File: src/rtl/core/gkt_pkg.sv
// ----------------------------------------------------------------------------
// gkt_pkg
// Types and codes shared by the keyed table install block and its checker.
// ----------------------------------------------------------------------------
package gkt_pkg;

	localparam int unsigned KeyW = 64;
	localparam int unsigned ValW = 64;

	typedef enum logic [1:0] {
		ST_SUCCESS   = 2'd0,
		ST_INVALID   = 2'd1,
		ST_NOT_FOUND = 2'd2,
		ST_NO_RES    = 2'd3
	} status_t;

	typedef enum logic [1:0] {
		ACT_NONE    = 2'd0,
		ACT_UPDATED = 2'd1,
		ACT_REMOVED = 2'd2,
		ACT_ADDED   = 2'd3
	} action_t;

	typedef struct packed {
		logic [KeyW-1:0] key_high;
		logic [KeyW-1:0] key_low;
		logic [ValW-1:0] value;
	} entry_t;

endpackage

File: src/rtl/core/guid_keyed_table_install.sv
// ----------------------------------------------------------------------------
// guid_keyed_table_install
// Packed key/value table: update, remove with compaction, or append.
// ----------------------------------------------------------------------------
//  channel   | handshake           | beat
//  ----------+---------------------+-----------------------------------------
//  request   | start & !busy       | key_high, key_low, key_valid, entry_value
//  result    | done (one cycle)    | status, action_taken, slot_index,
//            |                     | entry_count
//
//  Search reads one slot at a time through the entry memory's single read
//  port and one shared 128-bit key comparator, passing S_RD and S_CMP per
//  entry. A removal then moves each later entry down via S_SH_RD and S_SH_WR.
//  busy stays high from the accepted beat until done; results are never held.
//  Reset clears state, done and entry count; slots at or above it go unread.
// ----------------------------------------------------------------------------
module guid_keyed_table_install #(
	parameter int unsigned MAX_TABLES = 16
) (
	input  logic        clk,
	input  logic        arst_n,
	input  logic        start,
	output logic        busy,
	input  logic [63:0] key_high,
	input  logic [63:0] key_low,
	input  logic        key_valid,
	input  logic [63:0] entry_value,
	output logic        done,
	output logic [1:0]  status,
	output logic [1:0]  action_taken,
	output logic [3:0]  slot_index,
	output logic [4:0]  entry_count
);

	localparam int unsigned IW  = (MAX_TABLES > 1) ? $clog2(MAX_TABLES) : 1;
	localparam int unsigned CW  = $clog2(MAX_TABLES + 1);
	localparam int unsigned CW1 = CW + 1;

	typedef enum logic [5:0] {
		S_IDLE  = 6'b000001,
		S_CHK   = 6'b000010,
		S_RD    = 6'b000100,
		S_CMP   = 6'b001000,
		S_SH_RD = 6'b010000,
		S_SH_WR = 6'b100000
	} state_t;

	state_t            state_q, state_d;
	logic [63:0]       key_high_q, key_low_q, val_q;
	logic              kv_q;
	logic [CW-1:0]     ptr_q, ptr_d;
	logic [CW-1:0]     count_q, count_d;
	logic [IW-1:0]     slot_q, slot_d;

	logic              done_q;
	gkt_pkg::status_t  status_q;
	gkt_pkg::action_t  action_q;
	logic [IW-1:0]     slot_out_q;
	logic [CW-1:0]     count_out_q;

	logic              fin;
	gkt_pkg::status_t  fin_status;
	gkt_pkg::action_t  fin_action;
	logic [IW-1:0]     fin_slot;

	logic              we;
	logic [IW-1:0]     waddr, raddr;
	gkt_pkg::entry_t   wdata, rdata;
	logic              hit;
	logic [CW1-1:0]    ptr_p1, ptr_p2, cnt_w;
	logic              val_zero;

	gkt_store #(
		.DEPTH (MAX_TABLES),
		.AW    (IW)
	) u_store (
		.clk   (clk),
		.we    (we),
		.waddr (waddr),
		.wdata (wdata),
		.raddr (raddr),
		.rdata (rdata)
	);

	assign hit      = (rdata.key_high == key_high_q) && (rdata.key_low == key_low_q);
	assign ptr_p1   = CW1'(ptr_q) + CW1'(1);
	assign ptr_p2   = CW1'(ptr_q) + CW1'(2);
	assign cnt_w    = CW1'(count_q);
	assign val_zero = (val_q == 64'd0);

	always_comb begin
		state_d    = state_q;
		ptr_d      = ptr_q;
		count_d    = count_q;
		slot_d     = slot_q;
		fin        = 1'b0;
		fin_status = gkt_pkg::ST_SUCCESS;
		fin_action = gkt_pkg::ACT_NONE;
		fin_slot   = '0;
		we         = 1'b0;
		waddr      = ptr_q[IW-1:0];
		wdata      = '{key_high: key_high_q, key_low: key_low_q, value: val_q};
		raddr      = ptr_q[IW-1:0];
		case (state_q)
			S_IDLE: begin
				if (start) begin
					state_d = S_CHK;
				end
			end
			S_CHK: begin
				ptr_d = '0;
				if (!kv_q) begin
					fin        = 1'b1;
					fin_status = gkt_pkg::ST_INVALID;
				end else if (count_q != '0) begin
					state_d = S_RD;
				end else if (val_zero) begin
					fin        = 1'b1;
					fin_status = gkt_pkg::ST_NOT_FOUND;
				end else begin
					we         = 1'b1;
					waddr      = count_q[IW-1:0];
					count_d    = count_q + CW'(1);
					fin        = 1'b1;
					fin_action = gkt_pkg::ACT_ADDED;
					fin_slot   = count_q[IW-1:0];
				end
			end
			S_RD: begin
				state_d = S_CMP;
			end
			S_CMP: begin
				if (hit) begin
					slot_d = ptr_q[IW-1:0];
					if (!val_zero) begin
						we         = 1'b1;
						fin        = 1'b1;
						fin_action = gkt_pkg::ACT_UPDATED;
						fin_slot   = ptr_q[IW-1:0];
					end else if (ptr_p1 < cnt_w) begin
						state_d = S_SH_RD;
					end else begin
						count_d    = count_q - CW'(1);
						fin        = 1'b1;
						fin_action = gkt_pkg::ACT_REMOVED;
						fin_slot   = ptr_q[IW-1:0];
					end
				end else if (ptr_p1 < cnt_w) begin
					ptr_d   = ptr_p1[CW-1:0];
					state_d = S_RD;
				end else if (val_zero) begin
					fin        = 1'b1;
					fin_status = gkt_pkg::ST_NOT_FOUND;
				end else if (cnt_w >= CW1'(MAX_TABLES)) begin
					fin        = 1'b1;
					fin_status = gkt_pkg::ST_NO_RES;
				end else begin
					we         = 1'b1;
					waddr      = count_q[IW-1:0];
					count_d    = count_q + CW'(1);
					fin        = 1'b1;
					fin_action = gkt_pkg::ACT_ADDED;
					fin_slot   = count_q[IW-1:0];
				end
			end
			S_SH_RD: begin
				raddr   = ptr_p1[IW-1:0];
				state_d = S_SH_WR;
			end
			S_SH_WR: begin
				we    = 1'b1;
				wdata = rdata;
				if (ptr_p2 < cnt_w) begin
					ptr_d   = ptr_p1[CW-1:0];
					state_d = S_SH_RD;
				end else begin
					count_d    = count_q - CW'(1);
					fin        = 1'b1;
					fin_action = gkt_pkg::ACT_REMOVED;
					fin_slot   = slot_q;
				end
			end
			default: begin
				state_d = S_IDLE;
			end
		endcase
		if (fin) begin
			state_d = S_IDLE;
		end
	end

	always_ff @(posedge clk or negedge arst_n) begin
		if (!arst_n) begin
			state_q <= S_IDLE;
			count_q <= '0;
			done_q  <= 1'b0;
		end else begin
			state_q <= state_d;
			count_q <= count_d;
			done_q  <= fin;
		end
	end

	always_ff @(posedge clk) begin
		ptr_q  <= ptr_d;
		slot_q <= slot_d;
		if (state_q == S_IDLE && start) begin
			key_high_q <= key_high;
			key_low_q  <= key_low;
			kv_q       <= key_valid;
			val_q      <= entry_value;
		end
		if (fin) begin
			status_q    <= fin_status;
			action_q    <= fin_action;
			slot_out_q  <= fin_slot;
			count_out_q <= count_d;
		end
	end

	assign busy         = (state_q != S_IDLE);
	assign done         = done_q;
	assign status       = status_q;
	assign action_taken = action_q;
	assign slot_index   = 4'(slot_out_q);
	assign entry_count  = 5'(count_out_q);

endmodule

File: src/rtl/core/gkt_store.sv
// ----------------------------------------------------------------------------
// gkt_store
// Entry memory: one write port, one read port, registered read data.
// ----------------------------------------------------------------------------
module gkt_store #(
	parameter int unsigned DEPTH = 16,
	parameter int unsigned AW    = 4
) (
	input  logic                 clk,
	input  logic                 we,
	input  logic [AW-1:0]        waddr,
	input  gkt_pkg::entry_t      wdata,
	input  logic [AW-1:0]        raddr,
	output gkt_pkg::entry_t      rdata
);

	gkt_pkg::entry_t mem_q [DEPTH];

	always_ff @(posedge clk) begin
		if (we) begin
			mem_q[waddr] <= wdata;
		end
	end

	always_ff @(posedge clk) begin
		rdata <= mem_q[raddr];
	end

endmodule

File: config.mk
export PLATFORM = sky130hd
export DESIGN_NAME = guid_keyed_table_install
export DESIGN_NICKNAME = d
export VERILOG_FILES = /design/src/rtl/core/gkt_pkg.sv /design/src/rtl/core/guid_keyed_table_install.sv /design/src/rtl/core/gkt_store.sv
export SDC_FILE = /design/constraint.sdc
export NUM_CORES = 2
export LEC_CHECK = 0
export ABC_AREA = 1
export CORE_UTILIZATION = 30
export DETAILED_ROUTE_END_ITERATION = 7
export DONT_BUFFER_PORTS = 1
export MAX_ROUTING_LAYER = met4
export PLACE_DENSITY = 0.46
export SYNTH_ARGS = -nofsm -noshare
export SYNTH_HDL_FRONTEND = slang
export SYNTH_SLANG_ARGS = --single-unit
File: constraint.sdc
create_clock -name clk -period 23.2 [get_ports clk]
set_input_delay 2.32 -clock clk [delete_from_list [all_inputs] [get_ports clk]]
set_output_delay 2.32 -clock clk [all_outputs]
set_load 0.1 [all_outputs]
==> results.txt <==
----------------------------------------------------
[STA]
  Setup_tns ... 0 ns
  Transition time at the pin with the least slew margin ... 1.26 ns
  Setup slack of the critical path after layout ... 16.46 ns
  Finish-stage setup viols ... 0
  Achievable frequency ... 0.148 GHz
  Number of endpoints with negative hold slack in the final report ... 0
  Final cycle utilization of the critical path ... 29.1%
  Fin Clk Skew ... 0.0958 ns
  Final number of max-transition violations ... 0
  Hold WS ... 0.502 ns
  RSZ-0062 raised after global routing ... false
  Period minus WS final ... 6.74 ns
  Normalized max-slew margin ... 16.2%

[Min path]
  Kind of path behind the tightest hold check ... reg2reg
  Min-Delay Path Depth ... 1
  Hold Path End ... state_q[3]$_DFFE_PN0P_
  Worst min-delay path startpoint ... state_q[1]$_DFFE_PN0P_

[Final layout]
  Commonest cells after routing, fill and taps aside ... sky130_fd_sc_hd__edfxtp_1, sky130_fd_sc_hd__nor2_1, sky130_fd_sc_hd__o21ai_0
  Final design area excluding fillers ... 107000 sq um
  Total of fill cells in the finished design ... 30100
  Most frequent standard cell in the layout excluding fill and tap cells ... sky130_fd_sc_hd__edfxtp_1
  Final nets ... 7350
  Fraction of final layout cells sized beyond drive strength 1 ... 7.33%
  Layout Area Growth over Synthesis ... 14.6%

[Clock network]
  TritonCTS clock tree ... built
  Clock tree sinks ... 2403
  Number of levels the H-tree was split into ... 5
  Max Buffers Root-to-Sink ... 4
  Post-CTS Hold Fix Bufs ... 0
  Number of buffers added by the clock tree synthesis step ... 275
  Clock latency reported for the late side of the worst-skew pair ... 0.90 ns
  Worst-path clk slew ... 0.06 ns
  Number of buffers inserted to repair setup after CTS ... 0
  Clock tree root driver cell ... sky130_fd_sc_hd__clkbuf_16
  Post-CTS resize count ... 0

[Critical path]
  CP delay by family, top ... buffers and inverters
  Crit path buffers/inverters ... 3
  Worst R2R Path Depth ... 16
  Critical Path AT ... 7.23 ns
  Ordered cell list for the critical path ... xnor2_1 > nand2_1 > nor2_1 > nand2_1 > nor2_1 > nand2_1 > nor2_1 > nand2_1 > nand2_1 > nand3_1 > nand3_1 > nand3_1 > nor2_4 > buf_4 > buf_4 > buf_4
  Crit path launch type ... register
  Register-to-register setup slack ... 16.46 ns
  CP endpoint kind ... register
  Maximum fanout encountered on the critical timing path ... 47
  CP dominant cell by count ... sky130_fd_sc_hd__nand2_1
  Cell with the biggest individual delay on the critical path ... sky130_fd_sc_hd__buf_4
  Terminus of the critical flop-to-flop path ... u_store.mem_q[13][75]$_DFFE_PP_
  Crit path largest cell delay ... 0.89 ns
  Data required time of the worst path ... 23.69 ns
  Launch instance of the worst register-to-register path ... key_high_q[7]$_DFFE_PP_
  Crit path kind ... reg2reg

[Outcome]
  Run status ... finished, final reports clean

[Power]
  Total leakage power ... 34.1 nW
  PwrDens ... 109 nW/um^2
  Worst-case vdd ir drop ... 0.0000616 V

[Synthesis]
  Leading register cell type out of synthesis ... sky130_fd_sc_hd__edfxtp_1
  Syn avg cell area ... 13.0 sq um
  Number of nets produced by synthesis ... 7410
  Number of flops mapped to enable cells by yosys ... 2263
  Register bit total from synthesis ... 2403
  Fraction of registers with async set/reset ... 0.499%
  Netlist cell types ... 38
  Sequential share of the synthesized area ... 75.8%
  Number of warnings reported in the yosys synthesis log ... 0
  Synthesized netlist cell count ... 7200
  Mapped Area ... 93500 sq um

[Floorplanning]
  IO Pins ... 211
  Rows ... 204
  CORE AREA ... 309000 sq um
  Die height ... 560 um
  Floorplan die width ... 560 um
  Starting density of the core ... 30.2%
  Die Outline Area ... 314000 sq um

[Drt]
  Sum of routed wire length over all layers ... 301 mm
  Total length of routed met2 wires ... 140 mm
  DR vias/cell ... 5.13
  DRC errors left ... 0
  Detailed router's first-iteration violation count ... 6148
  Highest routed metal layer ... met4
  Sum of routed wire segments on met1 ... 134 mm
  ANT nets after route ... 0
  Sum of met3 wire segment lengths after detailed routing ... 19.9 mm
  Total number of vias ... 59200
  Routed len/inst ... 26.1 um
  Number of optimization iterations in the first detailed-route pass ... 6

[Global route]
  Via count of the first global-routing pass ... 56500
  Antenna violations before repair ... 112
  Pin count of the biggest net entering global routing ... 169
  First-pass GRT wire length ... 427 mm
  Overall routing resource usage ... 19.2%
  Overflow left after global routing ... 0

[Placed design]
  Final GP Congestion ... 0.828
  Worst slack at placement ... 16.46 ns
  Cell area after placement ... 98000 sq um
  Count of buffers from port buffering ... 0
  Detailed placer's ending HPWL ... 158 mm

[Job]
  Count of maximum capacitance violations ... 0

----------------------------------------------------
## worst reg2reg max path: stages (launching register included)
cell and delay [ns]:
sky130_fd_sc_hd__edfxtp_1 0.40, sky130_fd_sc_hd__xnor2_1 0.82, sky130_fd_sc_hd__nand2_1 0.13, sky130_fd_sc_hd__nor2_1 0.15
sky130_fd_sc_hd__nand2_1 0.09, sky130_fd_sc_hd__nor2_1 0.13, sky130_fd_sc_hd__nand2_1 0.12, sky130_fd_sc_hd__nor2_1 0.10
sky130_fd_sc_hd__nand2_1 0.50, sky130_fd_sc_hd__nand2_1 0.38, sky130_fd_sc_hd__nand3_1 0.12, sky130_fd_sc_hd__nand3_1 0.19
sky130_fd_sc_hd__nand3_1 0.36, sky130_fd_sc_hd__nor2_4 0.20, sky130_fd_sc_hd__buf_4 0.72, sky130_fd_sc_hd__buf_4 1.01
sky130_fd_sc_hd__buf_4 0.85
## routing by layer
layer  up-vias  global-route usage [%]
li1      26500                       -
met1     30300                    25.9
met2      1942                    30.1
met3       423                    3.21
met4         0                    4.48
met5         -                       -
## cell usage after synthesis, types with 2 or more instances
cell / n / share of area (%)
sky130_fd_sc_hd__a21oi_1: 15 / 0.080
sky130_fd_sc_hd__a31oi_1: 2 / 0.013
sky130_fd_sc_hd__buf_1: 10 / 0.040
sky130_fd_sc_hd__buf_2: 107 / 0.57
sky130_fd_sc_hd__buf_4: 9 / 0.072
sky130_fd_sc_hd__clkbuf_1: 331 / 1.3
sky130_fd_sc_hd__clkinv_1: 2 / 0.0080
sky130_fd_sc_hd__dfrtp_1: 11 / 0.29
sky130_fd_sc_hd__dfxtp_1: 128 / 2.7
sky130_fd_sc_hd__edfxtp_1: 2263 / 73
sky130_fd_sc_hd__ha_1: 14 / 0.19
sky130_fd_sc_hd__inv_1: 99 / 0.40
sky130_fd_sc_hd__inv_2: 4 / 0.016
sky130_fd_sc_hd__nand2_1: 695 / 2.8
sky130_fd_sc_hd__nand3_1: 56 / 0.30
sky130_fd_sc_hd__nand4_1: 9 / 0.060
sky130_fd_sc_hd__nor2_1: 1358 / 5.5
sky130_fd_sc_hd__nor3_1: 2 / 0.011
sky130_fd_sc_hd__o2111ai_1: 2 / 0.019
sky130_fd_sc_hd__o211ai_1: 29 / 0.23
sky130_fd_sc_hd__o21ai_0: 1116 / 6.0
sky130_fd_sc_hd__o21ai_1: 206 / 1.1
sky130_fd_sc_hd__o21ai_2: 2 / 0.019
sky130_fd_sc_hd__o221ai_1: 110 / 1.0
sky130_fd_sc_hd__o22ai_1: 499 / 3.3
sky130_fd_sc_hd__xnor2_1: 102 / 0.96
sky130_fd_sc_hd__xor2_1: 7 / 0.066
sky130_fd_sc_hd__xor2_4: 2 / 0.059
## sequential cells by signal, indices dropped and copies added, names as in the netlist
signal / cells
done: 1
ptr_q: 5
u_store.rdata: 128
val_q: 64
status: 2
count_q: 5
kv_q: 1
key_high_q: 64
action_taken: 2
state_q: 6
key_low_q: 64
u_store.mem_q: 2048
slot_index: 4
entry_count: 5
slot_q: 4
## cell type report
type                    count  area, sq um  share of cell area (%)
flip-flops and latches   2403        70800                    66.1
multi-input cells        4234        20500                    19.1
clock buffers             372         7590                    7.08
well taps                4120         5150                    4.81
clock inverters           129         1380                    1.29
repair buffers            121         1120                    1.05
inverters                 105          419                   0.391
diodes                     57          143                   0.133
## where the power goes
group | total, mW | internal (mW) | switching (mW) | leakage, nW
clock | 4.33 | 2.54 | 1.79 | 4.36
sequential | 5.35 | 5.18 | 0.163 | 21.6
combinational | 2.05 | 0.486 | 1.57 | 8.13
total | 11.7 | 8.21 | 3.53 | 34.1
## kinds of logic (layout without fill, tap and decap cells)
kind of cell    after synthesis  in the layout  synth area share [%]
other cells                   0             57                     0
fa+ha+maj                    14             14                 0.187
simple gates               2125           2125                  8.67
flops                      2403           2403                  75.8
compound gates             1984           1984                  11.8
xor+xnor                    111            111                  1.08
buf+inv                     563            727                  2.45
## per-stage QoR
step | power [mW] | instances | util, %
after floorplan | 6.66 | 7200 | -
after global placement | 7.47 | 11000 | 31.7
after detailed placement | 7.49 | 11000 | 31.7
after CTS | 11.8 | 11500 | 34.6
after global routing | 12.2 | 11500 | 34.6
final | 11.7 | 11500 | 34.6
## worst max-delay path by stage
stage,startpoint,endpoint,slack (ns),cells after the start
floorplan,start,key_high_q[0]$_DFFE_PP_,12.17,2
global placement,key_high_q[10]$_DFFE_PP_,u_store.mem_q[1][85]$_DFFE_PP_,16.46,16
detailed placement,key_high_q[10]$_DFFE_PP_,u_store.mem_q[1][84]$_DFFE_PP_,16.46,16
CTS,key_high_q[10]$_DFFE_PP_,u_store.mem_q[7][170]$_DFFE_PP_,16.45,15
global route,ptr_q[0]$_SDFFCE_PN0P_,u_store.mem_q[13][75]$_DFFE_PP_,16.14,18
finish,key_high_q[7]$_DFFE_PP_,u_store.mem_q[13][75]$_DFFE_PP_,16.46,16
No activity file was read; power rests on OpenSTA's default activity.
